===== config.mk =====
export PLATFORM = sky130hd
export DESIGN_NAME = encoder_period_velocity_flat
export DESIGN_NICKNAME = d
export VERILOG_FILES = /design/src/encv_pkg.sv /design/src/encv_meas_if.sv /design/src/encv_speed_if.sv /design/src/encoder_period_velocity.sv /design/src/encv_div.sv /design/src/flat_wrapper.sv
export SDC_FILE = /design/constraint.sdc
export NUM_CORES = 1
export LEC_CHECK = 0
export BUFFER_PORTS_ARGS = -buffer_cell sky130_fd_sc_hd__buf_2
export CAP_MARGIN = 15
export CORE_MARGIN = 4
export CORE_UTILIZATION = 40
export DETAILED_ROUTE_END_ITERATION = 8
export HOLD_SLACK_MARGIN = 0.05
export PLACE_DENSITY = 0.68
export SLEW_MARGIN = 15
export SYNTH_ARGS = -nofsm -noshare
export SYNTH_HDL_FRONTEND = slang
export SYNTH_HIERARCHICAL = 1
export SYNTH_SLANG_ARGS = --single-unit
export TNS_END_PERCENT = 20

===== constraint.sdc =====
create_clock -name clk -period 13 [get_ports clk]
set_input_delay 1.95 -clock clk [delete_from_list [all_inputs] [get_ports clk]]
set_output_delay 1.95 -clock clk [all_outputs]
set_load 0.005 [all_outputs]

===== src/encv_pkg.sv =====
package encv_pkg;

    // Timer and field widths.
    localparam int TIMER_BITS = 16;
    localparam int CAP_W      = 16;
    localparam int FACTOR_W   = 26;
    localparam int LIMIT_W    = 8;
    localparam int COUNT_W    = LIMIT_W;
    localparam int VEL_W      = 27;

    // Elapsed time spans the overflow count on top of the timer bits.
    localparam int DELTA_W    = TIMER_BITS + COUNT_W;

    // One quotient bit is produced per divider step.
    localparam int STEP_W     = $clog2(FACTOR_W + 1);

    // Configuration port.
    localparam int CFG_IDX_W  = 1;
    localparam int CFG_DATA_W = FACTOR_W;

    // Register reset values.
    localparam logic [FACTOR_W-1:0] FACTOR_RESET = FACTOR_W'(25000000);
    localparam logic [LIMIT_W-1:0]  LIMIT_RESET  = LIMIT_W'(10);

    // Request kinds and channels.
    localparam logic KIND_CAPTURE = 1'b0;
    localparam logic KIND_TICK    = 1'b1;
    localparam logic CHAN_A       = 1'b0;

    // Register indexes.
    typedef enum logic [CFG_IDX_W-1:0] {
        REG_SPEED_FACTOR  = 1'b0,
        REG_TIMEOUT_LIMIT = 1'b1
    } encv_reg_t;

    // Sequencer states.
    typedef enum logic [1:0] {
        ST_IDLE,
        ST_DIV,
        ST_WRITE
    } encv_state_t;

    // Divider status seen by the sequencer.
    typedef struct packed {
        logic busy;
        logic done;
    } encv_div_status_t;

endpackage


===== src/encv_meas_if.sv =====
interface encv_meas_if;
    import encv_pkg::*;

    logic             valid;
    logic             ready;
    logic             kind;
    logic             channel;
    logic [CAP_W-1:0] capture_value;
    logic             level_a;
    logic             level_b;

    modport source (
        output valid, kind, channel, capture_value, level_a, level_b,
        input  ready
    );

    modport sink (
        input  valid, kind, channel, capture_value, level_a, level_b,
        output ready
    );

endinterface


===== src/encv_speed_if.sv =====
interface encv_speed_if;
    import encv_pkg::*;

    logic                    valid;
    logic                    ready;
    logic signed [VEL_W-1:0] velocity;

    modport source (
        output valid, velocity,
        input  ready
    );

    modport sink (
        input  valid, velocity,
        output ready
    );

endinterface


===== src/encoder_period_velocity.sv =====
// Channel    Dir   Handshake        Payload
// meas       in    valid / ready    kind, channel, capture_value, level_a, level_b
// speed      out   valid / ready    velocity
// write_*    in    write_en         write_index, write_data
//
// A timer tick is taken in ST_IDLE and goes through ST_WRITE into the output
// register once that register is free. A capture first runs 26 radix-2 steps
// of the shared divider, is signed and stored, then goes through ST_WRITE;
// a zero period skips the divider and goes straight to ST_WRITE, as a tick does.
// A new request is taken only while the sequencer is idle; the output
// register lets the next request in while the last result is still waiting.
// Reset clears the period state and loads the register defaults.
module encoder_period_velocity (
    input  logic                             clk,
    input  logic                             rst_n,
    input  logic                             write_en,
    input  logic [encv_pkg::CFG_IDX_W-1:0]   write_index,
    input  logic [encv_pkg::CFG_DATA_W-1:0]  write_data,
    encv_meas_if.sink                        meas,
    encv_speed_if.source                     speed
);
    import encv_pkg::*;

    encv_state_t             state_reg, state_next;
    logic [FACTOR_W-1:0]     factor_reg;
    logic [LIMIT_W-1:0]      limit_reg;
    logic [COUNT_W-1:0]      count_reg, count_next;
    logic [TIMER_BITS-1:0]   last_cap_reg, last_cap_next;
    logic [VEL_W-1:0]        last_vel_reg, last_vel_next;
    logic [TIMER_BITS-1:0]   cap_reg;
    logic                    pos_reg;
    logic [VEL_W-1:0]        res_reg, res_next;
    logic                    out_valid_reg;
    logic [VEL_W-1:0]        out_vel_reg;

    logic                    accept;
    logic                    div_start;
    logic                    out_load;
    logic [TIMER_BITS-1:0]   cap;
    logic [COUNT_W-1:0]      cnt_inc;
    logic                    tick_zero;
    logic [DELTA_W-1:0]      diff;
    logic [DELTA_W-1:0]      delta;
    logic                    delta_zero;
    logic                    levels_eq;
    logic                    positive;
    logic [FACTOR_W-1:0]     quotient;
    logic [VEL_W-1:0]        mag;
    logic [VEL_W-1:0]        signed_vel;
    encv_div_status_t        div_status;

    // Shared divider: speed factor over the measured period.
    encv_div u_div (
        .clk      (clk),
        .rst_n    (rst_n),
        .start    (div_start),
        .dividend (factor_reg),
        .divisor  (delta),
        .status   (div_status),
        .quotient (quotient)
    );

    // Tick path: saturating overflow count against the timeout limit.
    assign cap       = TIMER_BITS'(meas.capture_value);
    assign cnt_inc   = (count_reg == '1) ? count_reg : count_reg + 1'b1;
    assign tick_zero = (cnt_inc >= limit_reg);

    // Capture path: elapsed time, wrapped within one timer period when no
    // overflow has been seen since the previous capture.
    assign diff       = {count_reg, cap} - {{COUNT_W{1'b0}}, last_cap_reg};
    assign delta      = (count_reg == '0) ? {{COUNT_W{1'b0}}, diff[TIMER_BITS-1:0]} : diff;
    assign delta_zero = (delta == '0);

    // Direction from the pin levels and the capturing channel.
    assign levels_eq = (meas.level_a == meas.level_b);
    assign positive  = (meas.channel == CHAN_A) ? levels_eq : !levels_eq;

    // Signed result once the divider finishes.
    assign mag        = {1'b0, quotient};
    assign signed_vel = pos_reg ? mag : -mag;

    // Sequencer outputs.
    always_comb
    begin
        meas.ready = (state_reg == ST_IDLE);
        accept     = (state_reg == ST_IDLE) && meas.valid;
        div_start  = accept && (meas.kind == KIND_CAPTURE) && !delta_zero;
        out_load   = (state_reg == ST_WRITE) && (!out_valid_reg || speed.ready);
    end

    // Sequencer next state.
    always_comb
    begin
        state_next = state_reg;
        unique case (state_reg)
            ST_IDLE:
            begin
                if (meas.valid)
                begin
                    if (meas.kind == KIND_TICK || delta_zero)
                    begin
                        state_next = ST_WRITE;
                    end
                    else
                    begin
                        state_next = ST_DIV;
                    end
                end
            end
            ST_DIV:
            begin
                if (div_status.done)
                begin
                    state_next = ST_WRITE;
                end
            end
            ST_WRITE:
            begin
                if (out_load)
                begin
                    state_next = ST_IDLE;
                end
            end
            default:
            begin
                state_next = ST_IDLE;
            end
        endcase
    end

    // Period state and pending result.
    always_comb
    begin
        count_next    = count_reg;
        last_cap_next = last_cap_reg;
        last_vel_next = last_vel_reg;
        res_next      = res_reg;
        if (accept && meas.kind == KIND_TICK)
        begin
            if (tick_zero)
            begin
                count_next    = limit_reg;
                last_vel_next = '0;
                res_next      = '0;
            end
            else
            begin
                count_next = cnt_inc;
                res_next   = last_vel_reg;
            end
        end
        else if (accept && delta_zero)
        begin
            res_next = last_vel_reg;
        end
        else if (state_reg == ST_DIV && div_status.done)
        begin
            count_next    = '0;
            last_cap_next = cap_reg;
            last_vel_next = signed_vel;
            res_next      = signed_vel;
        end
    end

    // Control and architectural state.
    always_ff @(posedge clk or negedge rst_n)
    begin
        if (!rst_n)
        begin
            state_reg     <= ST_IDLE;
            factor_reg    <= FACTOR_RESET;
            limit_reg     <= LIMIT_RESET;
            count_reg     <= '0;
            last_cap_reg  <= '0;
            last_vel_reg  <= '0;
            out_valid_reg <= 1'b0;
        end
        else
        begin
            state_reg    <= state_next;
            count_reg    <= count_next;
            last_cap_reg <= last_cap_next;
            last_vel_reg <= last_vel_next;
            if (write_en)
            begin
                unique case (write_index)
                    REG_SPEED_FACTOR:  factor_reg <= write_data;
                    REG_TIMEOUT_LIMIT: limit_reg  <= write_data[LIMIT_W-1:0];
                    default:           factor_reg <= factor_reg;
                endcase
            end
            if (out_load)
            begin
                out_valid_reg <= 1'b1;
            end
            else if (speed.ready)
            begin
                out_valid_reg <= 1'b0;
            end
        end
    end

    // Payload registers.
    always_ff @(posedge clk)
    begin
        res_reg <= res_next;
        if (div_start)
        begin
            cap_reg <= cap;
            pos_reg <= positive;
        end
        if (out_load)
        begin
            out_vel_reg <= res_reg;
        end
    end

    assign speed.valid    = out_valid_reg;
    assign speed.velocity = out_vel_reg;

endmodule


===== src/encv_div.sv =====
module encv_div (
    input  logic                           clk,
    input  logic                           rst_n,
    input  logic                           start,
    input  logic [encv_pkg::FACTOR_W-1:0]  dividend,
    input  logic [encv_pkg::DELTA_W-1:0]   divisor,
    output encv_pkg::encv_div_status_t     status,
    output logic [encv_pkg::FACTOR_W-1:0]  quotient
);
    import encv_pkg::*;

    logic [FACTOR_W-1:0] num_reg, num_next;
    logic [DELTA_W-1:0]  den_reg;
    logic [DELTA_W-1:0]  rem_reg, rem_next;
    logic [STEP_W-1:0]   cnt_reg, cnt_next;
    logic                busy_reg, busy_next;
    logic                done_reg, done_next;
    logic [DELTA_W:0]    trial;
    logic [DELTA_W:0]    diff;
    logic                fits;

    // Restoring step: bring down the next dividend bit and try the divisor.
    assign trial = {rem_reg, num_reg[FACTOR_W-1]};
    assign diff  = trial - {1'b0, den_reg};
    assign fits  = (trial >= {1'b0, den_reg});

    // Step sequencing; quotient bits shift in where dividend bits leave.
    always_comb
    begin
        num_next  = num_reg;
        rem_next  = rem_reg;
        cnt_next  = cnt_reg;
        busy_next = busy_reg;
        done_next = 1'b0;
        if (start)
        begin
            num_next  = dividend;
            rem_next  = '0;
            cnt_next  = STEP_W'(FACTOR_W);
            busy_next = 1'b1;
        end
        else if (busy_reg)
        begin
            num_next = {num_reg[FACTOR_W-2:0], fits};
            rem_next = fits ? diff[DELTA_W-1:0] : trial[DELTA_W-1:0];
            cnt_next = cnt_reg - 1'b1;
            if (cnt_reg == STEP_W'(1))
            begin
                busy_next = 1'b0;
                done_next = 1'b1;
            end
        end
    end

    // Control state.
    always_ff @(posedge clk or negedge rst_n)
    begin
        if (!rst_n)
        begin
            busy_reg <= 1'b0;
            done_reg <= 1'b0;
            cnt_reg  <= '0;
        end
        else
        begin
            busy_reg <= busy_next;
            done_reg <= done_next;
            cnt_reg  <= cnt_next;
        end
    end

    // Operand and partial remainder registers.
    always_ff @(posedge clk)
    begin
        num_reg <= num_next;
        rem_reg <= rem_next;
        if (start)
        begin
            den_reg <= divisor;
        end
    end

    assign status.busy = busy_reg;
    assign status.done = done_reg;
    assign quotient    = num_reg;

endmodule


===== src/flat_wrapper.sv =====
// flat-port wrapper written by rule: the top's interface ports become plain ports
module encoder_period_velocity_flat import encv_pkg::*;
  (clk, rst_n, write_en, write_index, write_data, meas_valid, meas_kind, meas_channel, meas_capture_value, meas_level_a, meas_level_b, meas_ready, speed_valid, speed_velocity, speed_ready);
  encv_meas_if meas_i ();
  encv_speed_if speed_i ();
  input  logic clk;
  input  logic rst_n;
  input  logic write_en;
  input  logic [encv_pkg::CFG_IDX_W-1:0] write_index;
  input  logic [encv_pkg::CFG_DATA_W-1:0] write_data;
  input wire logic [$bits(meas_i.valid)-1:0] meas_valid;
  input wire logic [$bits(meas_i.kind)-1:0] meas_kind;
  input wire logic [$bits(meas_i.channel)-1:0] meas_channel;
  input wire logic [$bits(meas_i.capture_value)-1:0] meas_capture_value;
  input wire logic [$bits(meas_i.level_a)-1:0] meas_level_a;
  input wire logic [$bits(meas_i.level_b)-1:0] meas_level_b;
  output wire logic [$bits(meas_i.ready)-1:0] meas_ready;
  output wire logic [$bits(speed_i.valid)-1:0] speed_valid;
  output wire logic [$bits(speed_i.velocity)-1:0] speed_velocity;
  input wire logic [$bits(speed_i.ready)-1:0] speed_ready;
  assign meas_i.valid = meas_valid;
  assign meas_i.kind = meas_kind;
  assign meas_i.channel = meas_channel;
  assign meas_i.capture_value = meas_capture_value;
  assign meas_i.level_a = meas_level_a;
  assign meas_i.level_b = meas_level_b;
  assign meas_ready = meas_i.ready;
  assign speed_valid = speed_i.valid;
  assign speed_velocity = speed_i.velocity;
  assign speed_i.ready = speed_ready;
  encoder_period_velocity u_core (.clk(clk), .rst_n(rst_n), .write_en(write_en), .write_index(write_index), .write_data(write_data), .meas(meas_i), .speed(speed_i));
endmodule

==> results of run 1 <==
path summary, 6_finish.rpt:
check | start | to | slack, ns | cells past startpoint
worst min register to register | u_core/res_reg[0]$_DFFE_PP_ | u_core/speed.velocity[0]$_DFFE_PP_ | 0.42 | 0
worst min-delay path | u_core/res_reg[0]$_DFFE_PP_ | u_core/speed.velocity[0]$_DFFE_PP_ | 0.42 | 0
min in group asynchronous | rst_n | u_core/last_cap_reg[5]$_DFFE_PN0P_ | 1.32 | 1
max in group asynchronous | rst_n | u_core/last_vel_reg[25]$_DFFE_PN0P_ | 10.39 | 2
worst max-delay path | meas_capture_value[0] | u_core/u_div/quotient[14]$_DFFE_PP_ | 6.08 | 17
worst max register to register | u_core/last_cap_reg[0]$_DFFE_PN0P_ | u_core/u_div/quotient[14]$_DFFE_PP_ | 7.21 | 15
through the flow:
stage / hold slack, ns / utilization (%) / area [µm²]
after global placement: 0.4055 / 43.19 / 14190
after detailed placement: 0.4045 / 43.19 / 14190
after CTS: 0.4174 / 45.76 / 15040
after global routing: 0.4252 / 45.76 / 15040
final: 0.4160 / 45.76 / 15040
after floorplan: 0.4003 / - / 13440
area by class of cell:
type	instances	area, µm²
inverter	79	296.5
multi-input combinational	890	6306
timing repair buffer	97	530.5
clock buffer	33	698.2
fill	3096	17830
tap	442	553.0
sequential	240	6509
clock inverter	16	147.6
where the power goes:
group	total, mW	internal [mW]	leakage [nW]	switching, mW
clock network	0.731	0.423	0.408	0.308
logic	1.54	0.637	3.15	0.903
registers	1.27	1.10	2.51	0.175
total	3.54	2.16	6.07	1.39
metal layers:
| layer | wire length, µm | share of wire, % | vias to the layer above | GRT usage (%) |
|---|---|---|---|---|
| li1 | - | - | 4822 | - |
| met2 | 13690 | 44 | 283 | 25.91 |
| met5 | 13 | 0.042 | - | 0 |
| met1 | 14690 | 48 | 4821 | 24.68 |
| met3 | 1916 | 6.2 | 40 | 2.356 |
| met4 | 546 | 1.8 | 2 | 3.729 |
==> out/qor.yml, run 1 <==
crit_path_max_fanout: 41
gp_congestion: 0.8844
syn_nets: 1391
std_cell_rows: 66
overflow: 0
cts_hold_buffers: 0
routed_wl_mm: 30.85
path_cells: "buf_2, inv_1, ha_1, fa_1, nor2b_1, o22ai_1, xnor2_1, or4_1, nor4_1, nand4_1, nor4_4, buf_4, and2_1, nor3_2, buf_4, nor2_1, inv_1"
worstSkewPairLatency_ns: 0.54
viasPerCell: 5.547
dp_hpwl_mm: 21.24
post-route-drc-count: 0
post_cts_buffers: 0
setup_viol: 0
worst_path_largest_cell_delay_ns: 0.78
final_cell_mix: "121 x edfxtp_1, 102 x nand2_1, 81 x dfrtp_1, 79 x buf_2, 79 x inv_1"
antennaDiodeCount: 0
slowest_stage: "nor2_1"
dp_cells: 1748
die_x_um: 191.3
yosysWarnings: 6
initial_core_util_pct: 40.89
htree_levels: 1
maxSlewHeadroom_pct: 19.75
fin_crit_ns: 6.916
arrival_ns: 7.00
cpLargestDelayFamily: "simple AND/OR/NAND/NOR gates"
synthCells: 1283
dr_total_vias: 9968
crit_path_end_kind: "register"
cts.sinks: 240
min_path_type: "reg2reg"
slew_violations: 0
clock-root-buffer: "clkbuf_16"
netlist_area_um2: 13440
drive_gt1_share_pct: 18.52
finalPower_mw: 3.543
grt_pass1_vias: 9538
grt_usage_pct: 16.62
critPathKind: "in2reg"
fin_skew_ns: 0.007854
fin_crit_sh_pct: 53.20
leakage_nw: 6.071
drt_iter0_drc: 869
tns_ns: 0
grt_max_degree: 70
die_height_um: 191.3
ctsResizeCount: 0
worstMarginPinSlew_ns: 1.202
pre_cts_slack_ns: 5.523
dr.pass1.iters: 5
synthToLayoutAreaGrowth_pct: 11.91
io_buffers: 80
wire_per_inst_um: 17.17
drt.antenna.violating_nets: 0
dieArea_um2: 36600
rsz0062_at_grt: "false"
required_ns: 13.09
fmax_ghz: 0.1446
powerDensity_nw_per_um2: 235.5
cp-start-kind: "input port"
outcome: "completed"
grt_pass1_wl_mm: 50.59
final_hold_viol_count: 0
ir_drop_mv: 0.1303
fin_nets: 1443
final_common_cell: "edfxtp_1"
fin_ws_ns: 6.084
cts_buffers: 27
clockBufferDepth: 3
tritoncts: "built"
avgSynthCellArea_um2: 10.48
maxCapViolCount: 0
crit_buf_inv: 5
final_cells: 1797
antenna_found_initial: 1
path_clk_slew_ns: 0.06
io_pins: 81
core_um2: 32870
(Power assumes the default switching activity.)
==> run 2: changes to the inputs <==
--- a/config.mk
+++ b/config.mk
@@ -11,7 +11,7 @@
 export CORE_UTILIZATION = 40
 export DETAILED_ROUTE_END_ITERATION = 8
 export HOLD_SLACK_MARGIN = 0.05
-export PLACE_DENSITY = 0.68
+export PLACE_DENSITY = 0.7
 export SLEW_MARGIN = 15
 export SYNTH_ARGS = -nofsm -noshare
 export SYNTH_HDL_FRONTEND = slang
==> constraint.sdc (replaced) <==
create_clock -name clk -period 6.05 [get_ports clk]
set_input_delay 0.9075 -clock clk [delete_from_list [all_inputs] [get_ports clk]]
set_output_delay 0.9075 -clock clk [all_outputs]
set_load 0.005 [all_outputs]
==> run 2 against run 1 <==
Clock power rose by 130%. First-iteration DRC count fell by 6.3%. Combinational power rose by 110%. Power rose by 120%. Count of clock-buffer cells in the layout down 7. Clock skew increased by 0.012 ns. Critical path depth unchanged. Sequential power increased by 110%. Hold slack better by 0.0047 ns. Cell count about the same. Flip-flop and latch count did not move. Register-to-register slack worse by 5.8 ns.
==> out/qor.yml, run 2 (same netlist as run 1, synthesis figures left out) <==
outcome: "completed"
final_hold_viol_count: 0  # unchanged
std_cell_rows: 66  # unchanged
slew_violations: 0  # unchanged
wire_per_inst_um: 16.94  # -1.3%
p_int_mw: 4.731  # +120%
dp_hpwl_mm: 21.44  # +0.94%
io_pins: 81  # unchanged
core_um2: 32870  # unchanged
clkPwrFrac_pct: 21.6  # +1.0 points
min_path_type: "reg2reg"
initial_core_util_pct: 40.89  # unchanged
worstMarginPinSlew_ns: 1.174  # -0.02862 ns
grt_pass1_wl_mm: 50.16  # -0.86%
cts.sinks: 240  # unchanged
power.switching_mw: 2.970  # +110%
powerDensity_nw_per_um2: 509.4  # +120%
htree_levels: 1  # unchanged
drt.antenna.violating_nets: 0  # unchanged
routed_wl_mm: 30.43  # -1.4%
grt_pass1_vias: 9691  # +1.6%
ctsResizeCount: 0  # unchanged
tritoncts: "built"
grt_usage_pct: 16.45  # -0.17 points
fin_nets: 1442  # -0.069%
maxCapViolCount: 0  # unchanged
viasPerCell: 5.483  # -1.2%
required_ns: 6.48  # -6.61 ns
grt_max_degree: 63  # -10%
tns_ns: 0  # unchanged
crit_path_max_fanout: 55  # +34%
die_x_um: 191.3  # unchanged
cts_buffers: 26  # -3.7%
die_height_um: 191.3  # unchanged
rsz0062_at_grt: "false"
critPathKind: "in2reg"
p_sw_share_pct: 38.57  # -0.54 points
antennaDiodeCount: 0  # unchanged
clock-root-buffer: "clkbuf_16"
ir_drop_mv: 0.2190  # +68%
overflow: 0  # unchanged
setup_viol: 0  # unchanged
post_cts_buffers: 0  # unchanged
gp_congestion: 0.9401  # +6.3%
antenna_found_initial: 0  # -1
cp-start-kind: "input port"
fin_skew_ns: 0.02006  # +0.01220 ns
final_cell_mix: "121 x edfxtp_1, 102 x nand2_1, 81 x dfrtp_1, 79 x buf_2, 79 x inv_1"
drive_gt1_share_pct: 18.98  # +0.46 points
synthToLayoutAreaGrowth_pct: 12.48
fmax_ghz: 0.2117
r2r_slack_ns: 1.45  # -5.76 ns
dieArea_um2: 36600  # unchanged
drt_iter0_drc: 814  # -6.3%
dr_total_vias: 9847  # -1.2%
final_common_cell: "edfxtp_1"
cts_hold_buffers: 0  # unchanged
fin_crit_ns: 4.724
maxSlewHeadroom_pct: 21.58  # +1.8 points
pwr-share-seq_pct: 35.5  # -0.4 points
dr.pass1.iters: 5  # unchanged
fin_crit_sh_pct: 78.08
path_clk_slew_ns: 0.06  # about the same
worstSkewPairLatency_ns: 0.54  # about the same
final_util_pct: 46.00  # +0.24 points
io_buffers: 80  # unchanged
post-route-drc-count: 0  # unchanged
leakage_nw: 6.095  # +0.38%
nFillCells: 3115  # +0.61%
combPwrFrac_pct: 42.9  # -0.6 points
clockBufferDepth: 3  # unchanged
arrival_ns: 5.15  # -1.85 ns
crit_path_end_kind: "register"
run 2: cell count changes in the layout (fill, tap and decap cells not counted), moves of 2 or more:
cell,delta
bufinv_16,+3
clkbuf_1,-6
clkinv_2,-3
clkinv_4,+2
clkinvlp_4,+2
run 2: path summary, 6_finish.rpt:
| path | cells past startpoint | endpoint | from |
|---|---|---|---|
| worst max-delay path | 17 | u_core/u_div/rem_reg[1]$_SDFFE_PP0P_ | meas_capture_value[0] |
| worst min-delay path | 0 | u_core/speed.velocity[1]$_DFFE_PP_ | u_core/res_reg[1]$_DFFE_PP_ |
| worst max register to register | 15 | u_core/u_div/rem_reg[1]$_SDFFE_PP0P_ | u_core/last_cap_reg[0]$_DFFE_PN0P_ |
| worst min register to register | 0 | u_core/speed.velocity[1]$_DFFE_PP_ | u_core/res_reg[1]$_DFFE_PP_ |
| max in group asynchronous | 2 | u_core/factor_reg[20]$_DFFE_PN1P_ | rst_n |
| min in group asynchronous | 1 | u_core/last_cap_reg[5]$_DFFE_PN0P_ | rst_n |
run 2: metal layers:
layer | vias to the layer above | share of wire [%] | GRT usage, %
li1 | 4811 | - | -
met3 | 48 | 6.0 | 2.520
met5 | - | 0 | 0
met4 | 0 | 1.7 | 3.508
met2 | 296 | 44 | 25.74
met1 | 4692 | 48 | 24.29
run 2: layout make-up:
cell class / count / area [µm²] / area share [%]
flip-flops and latches: 240 / 6509 / 43.05
multi-input cells: 890 / 6314 / 41.76
clock buffers: 26 / 650.6 / 4.304
well taps: 442 / 553.0 / 3.658
repair buffers: 97 / 530.5 / 3.509
inverters: 79 / 296.5 / 1.961
clock inverters: 22 / 265.3 / 1.755
run 2: power groups by stage:
| stage | combinational, mW | sequential, mW | clock (mW) |
|---|---|---|---|
| finish | 3.30 | 2.73 | 1.67 |
| global route | 3.67 | 2.79 | 1.79 |
| CTS | 3.28 | 2.73 | 1.72 |
| detailed placement | 3.25 | 2.75 | 0 |
| global placement | 3.19 | 2.74 | 0 |
| floorplan | 2.59 | 2.62 | 0 |
run 2: metrics by stage:
stage,power [mW],instances,area [µm²],hold WS [ns],setup slack [ns]
after detailed placement,6.007,1748,14200,0.4045,0.7800
final,7.701,1796,15120,0.4207,1.326
after global routing,8.251,1796,15120,0.4302,1.061
after floorplan,5.205,1283,13450,0.4003,0.5574
after CTS,7.725,1796,15120,0.4215,1.321
after global placement,5.926,1748,14200,0.4039,0.8365
run 2: critical path, cell delays in order:
cell and delay, ns:
buf_2 0.09, inv_1 0.04, ha_1 0.22, fa_1 0.41, nor2b_1 0.18, o22ai_1 0.11
xnor2_1 0.16, or4_1 0.49, nor4_1 0.23, nand4_1 0.22, nor4_4 0.37, and2_1 0.27
nor3_4 0.06, buf_4 0.35, buf_4 0.38, or4b_1 0.56, o311ai_1 0.09
==> run 3: changes to the inputs <==
--- a/config.mk
+++ b/config.mk
@@ -11,7 +11,7 @@
 export CORE_UTILIZATION = 40
 export DETAILED_ROUTE_END_ITERATION = 8
 export HOLD_SLACK_MARGIN = 0.05
-export PLACE_DENSITY = 0.7
+export PLACE_DENSITY = 0.68
 export SLEW_MARGIN = 15
 export SYNTH_ARGS = -nofsm -noshare
 export SYNTH_HDL_FRONTEND = slang
==> constraint.sdc (replaced) <==
create_clock -name clk -period 4.35 [get_ports clk]
set_input_delay 0.6525 -clock clk [delete_from_list [all_inputs] [get_ports clk]]
set_output_delay 0.6525 -clock clk [all_outputs]
set_load 0.005 [all_outputs]
==> run 3 against run 2 <==
Core utilization rose by 1.1 points. Register-to-register slack lost 0.98 ns. Non-clock buffer count increased by 18. Cell area up 2.4%. Flip-flop and latch count unchanged. Die area stayed put. Via count grew 2.8%. Wire length grew 3.9%. Largest power group unchanged. Clock skew down 0.0022 ns. Sequential power grew 39%. Critical endpoint is now u_core/u_div/quotient[15]$_DFFE_PP_.
==> out/qor.yml, run 3 (same netlist as run 1, synthesis figures left out) <==
grt_usage_pct: 17.11  # +0.66 points
design_area_um2: 15480  # +2.4%
grt_max_degree: 40  # -37%
die_height_um: 191.3  # unchanged
synthToLayoutAreaGrowth_pct: 15.19
final_util_pct: 47.11  # +1.1 points
drt_iter0_drc: 818  # +0.49%
dp_hpwl_mm: 22.35  # +4.2%
dr_total_vias: 10119  # +2.8%
fmax_ghz: 0.2577
htree_levels: 1  # unchanged
required_ns: 4.64  # -1.84 ns
fin_crit_ns: 3.881
worstSkewPairLatency_ns: 0.54  # about the same
ctsResizeCount: 0  # unchanged
clock-root-buffer: "clkbuf_16"
post-route-drc-count: 0  # unchanged
maxSlewHeadroom_pct: 30.20  # +8.6 points
drt.antenna.violating_nets: 0  # unchanged
min_path_type: "in2reg"
wire_per_inst_um: 17.41  # +2.8%
cp-start-kind: "register"
slew_violations: 0  # unchanged
dpl_cell_area_um2: 14560  # +2.5%
drive_gt1_share_pct: 21.25  # +2.3 points
final_cell_mix: "121 x edfxtp_1, 102 x nand2_1, 81 x dfrtp_1, 79 x buf_2, 77 x inv_1"
antennaDiodeCount: 0  # unchanged
leakage_nw: 6.216  # +2.0%
grt_pass1_wl_mm: 51.96  # +3.6%
initial_core_util_pct: 40.89  # unchanged
io_buffers: 80  # unchanged
fin_skew_ns: 0.01783  # -0.002226 ns
final_hold_viol_count: 0  # unchanged
dr.pass1.iters: 7  # +2
core_um2: 32870  # unchanged
clockBufferDepth: 3  # unchanged
nFillCells: 3115  # unchanged
die_x_um: 191.3  # unchanged
cts.sinks: 240  # unchanged
routed_wl_mm: 31.62  # +3.9%
std_cell_rows: 66  # unchanged
fin_hold_ws_ns: 0.3166  # -0.1041 ns
maxCapViolCount: 0  # unchanged
path_clk_slew_ns: 0.06  # about the same
seq_area_um2: 6509  # unchanged
fin_nets: 1461  # +1.3%
arrival_ns: 4.17  # -0.98 ns
critPathKind: "reg2reg"
setup_viol: 0  # unchanged
antenna_found_initial: 0  # unchanged
multiInputGateArea_um2: 6475  # +2.6%
tritoncts: "built"
final_common_cell: "edfxtp_1"
crit_path_end_kind: "register"
outcome: "completed"
ir_drop_mv: 0.4273  # +95%
overflow: 0  # unchanged
powerDensity_nw_per_um2: 705.5  # +39%
rsz0062_at_grt: "false"
cts_buffers: 27  # +3.8%
worstMarginPinSlew_ns: 1.047  # -0.1265 ns
fin_crit_sh_pct: 89.22
crit_path_max_fanout: 31  # -44%
io_pins: 81  # unchanged
viasPerCell: 5.572  # +1.6%
grt_pass1_vias: 9870  # +1.8%
dieArea_um2: 36600  # unchanged
gp_congestion: 0.8881  # -5.5%
[run 3: path summary, 6_finish.rpt]
kind,startpoint,slack [ns],depth (start not counted),end
max in group asynchronous,rst_n,2.83,3,u_core/last_vel_reg[1]$_DFFE_PN0P_
min reg2reg,u_core/res_reg[19]$_DFFE_PP_,0.42,0,u_core/speed.velocity[19]$_DFFE_PP_
min,meas_capture_value[10],0.32,1,u_core/cap_reg[10]$_DFFE_PP_
max reg2reg,u_core/last_cap_reg[0]$_DFFE_PN0P_,0.47,13,u_core/u_div/quotient[15]$_DFFE_PP_
max,u_core/last_cap_reg[0]$_DFFE_PN0P_,0.47,13,u_core/u_div/quotient[15]$_DFFE_PP_
min in group asynchronous,rst_n,0.62,2,u_core/last_cap_reg[10]$_DFFE_PN0P_
[run 3: layout make-up]
cell class | count | share of cell area [%]
sequential | 240 | 42.04
timing repair buffer | 115 | 4.720
clock inverter | 20 | 1.471
clock buffer | 30 | 4.437
multi-input combinational | 890 | 41.82
inverter | 79 | 1.940
tap | 442 | 3.572
[run 3: critical path, stage by stage (launching register included)]
cell and delay [ns]:
dfrtp_1 0.39, ha_4 0.17, fa_2 0.22, nor2b_1 0.06
o211ai_1 0.44, o2bb2ai_1 0.23, a21oi_2 0.14, or3_1 0.40
a31oi_1 0.23, nor2_2 0.08, and2_4 0.19, nor3_4 0.44
buf_12 0.26, mux2_2 0.37
[run 3: metrics by stage]
| stage | instances | setup slack, ns | setup TNS (ns) | power, mW |
|---|---|---|---|---|
| floorplan | 1283 | -0.4509 | -28.46 | 7.338 |
| global placement | 1765 | 0.1512 | 0 | 8.434 |
| detailed placement | 1765 | 0.06783 | 0 | 8.563 |
| CTS | 1816 | 0.4555 | 0 | 10.94 |
| global route | 1816 | 0.1819 | 0 | 11.66 |
| finish | 1816 | 0.4690 | 0 | 10.92 |
[run 3: repair_timing]
item	in CTS	in global routing
buffers inserted	0	0
hold buffers	1	0
endpoints found under the hold margin	22	0
[run 3: layer usage]
metal	vias to the layer above	wire length [µm]	global-route usage [%]
li1	4873	-	-
met5	-	0	0
met4	0	488	3.619
met2	306	14060	26.44
met3	41	1996	2.630
met1	4899	15070	25.55
[run 3: where the power goes]
part	internal [mW]	switching [mW]	leakage (nW)
clock	1.39	0.942	0.431
combinational	2.03	2.76	3.27
sequential	3.28	0.525	2.51
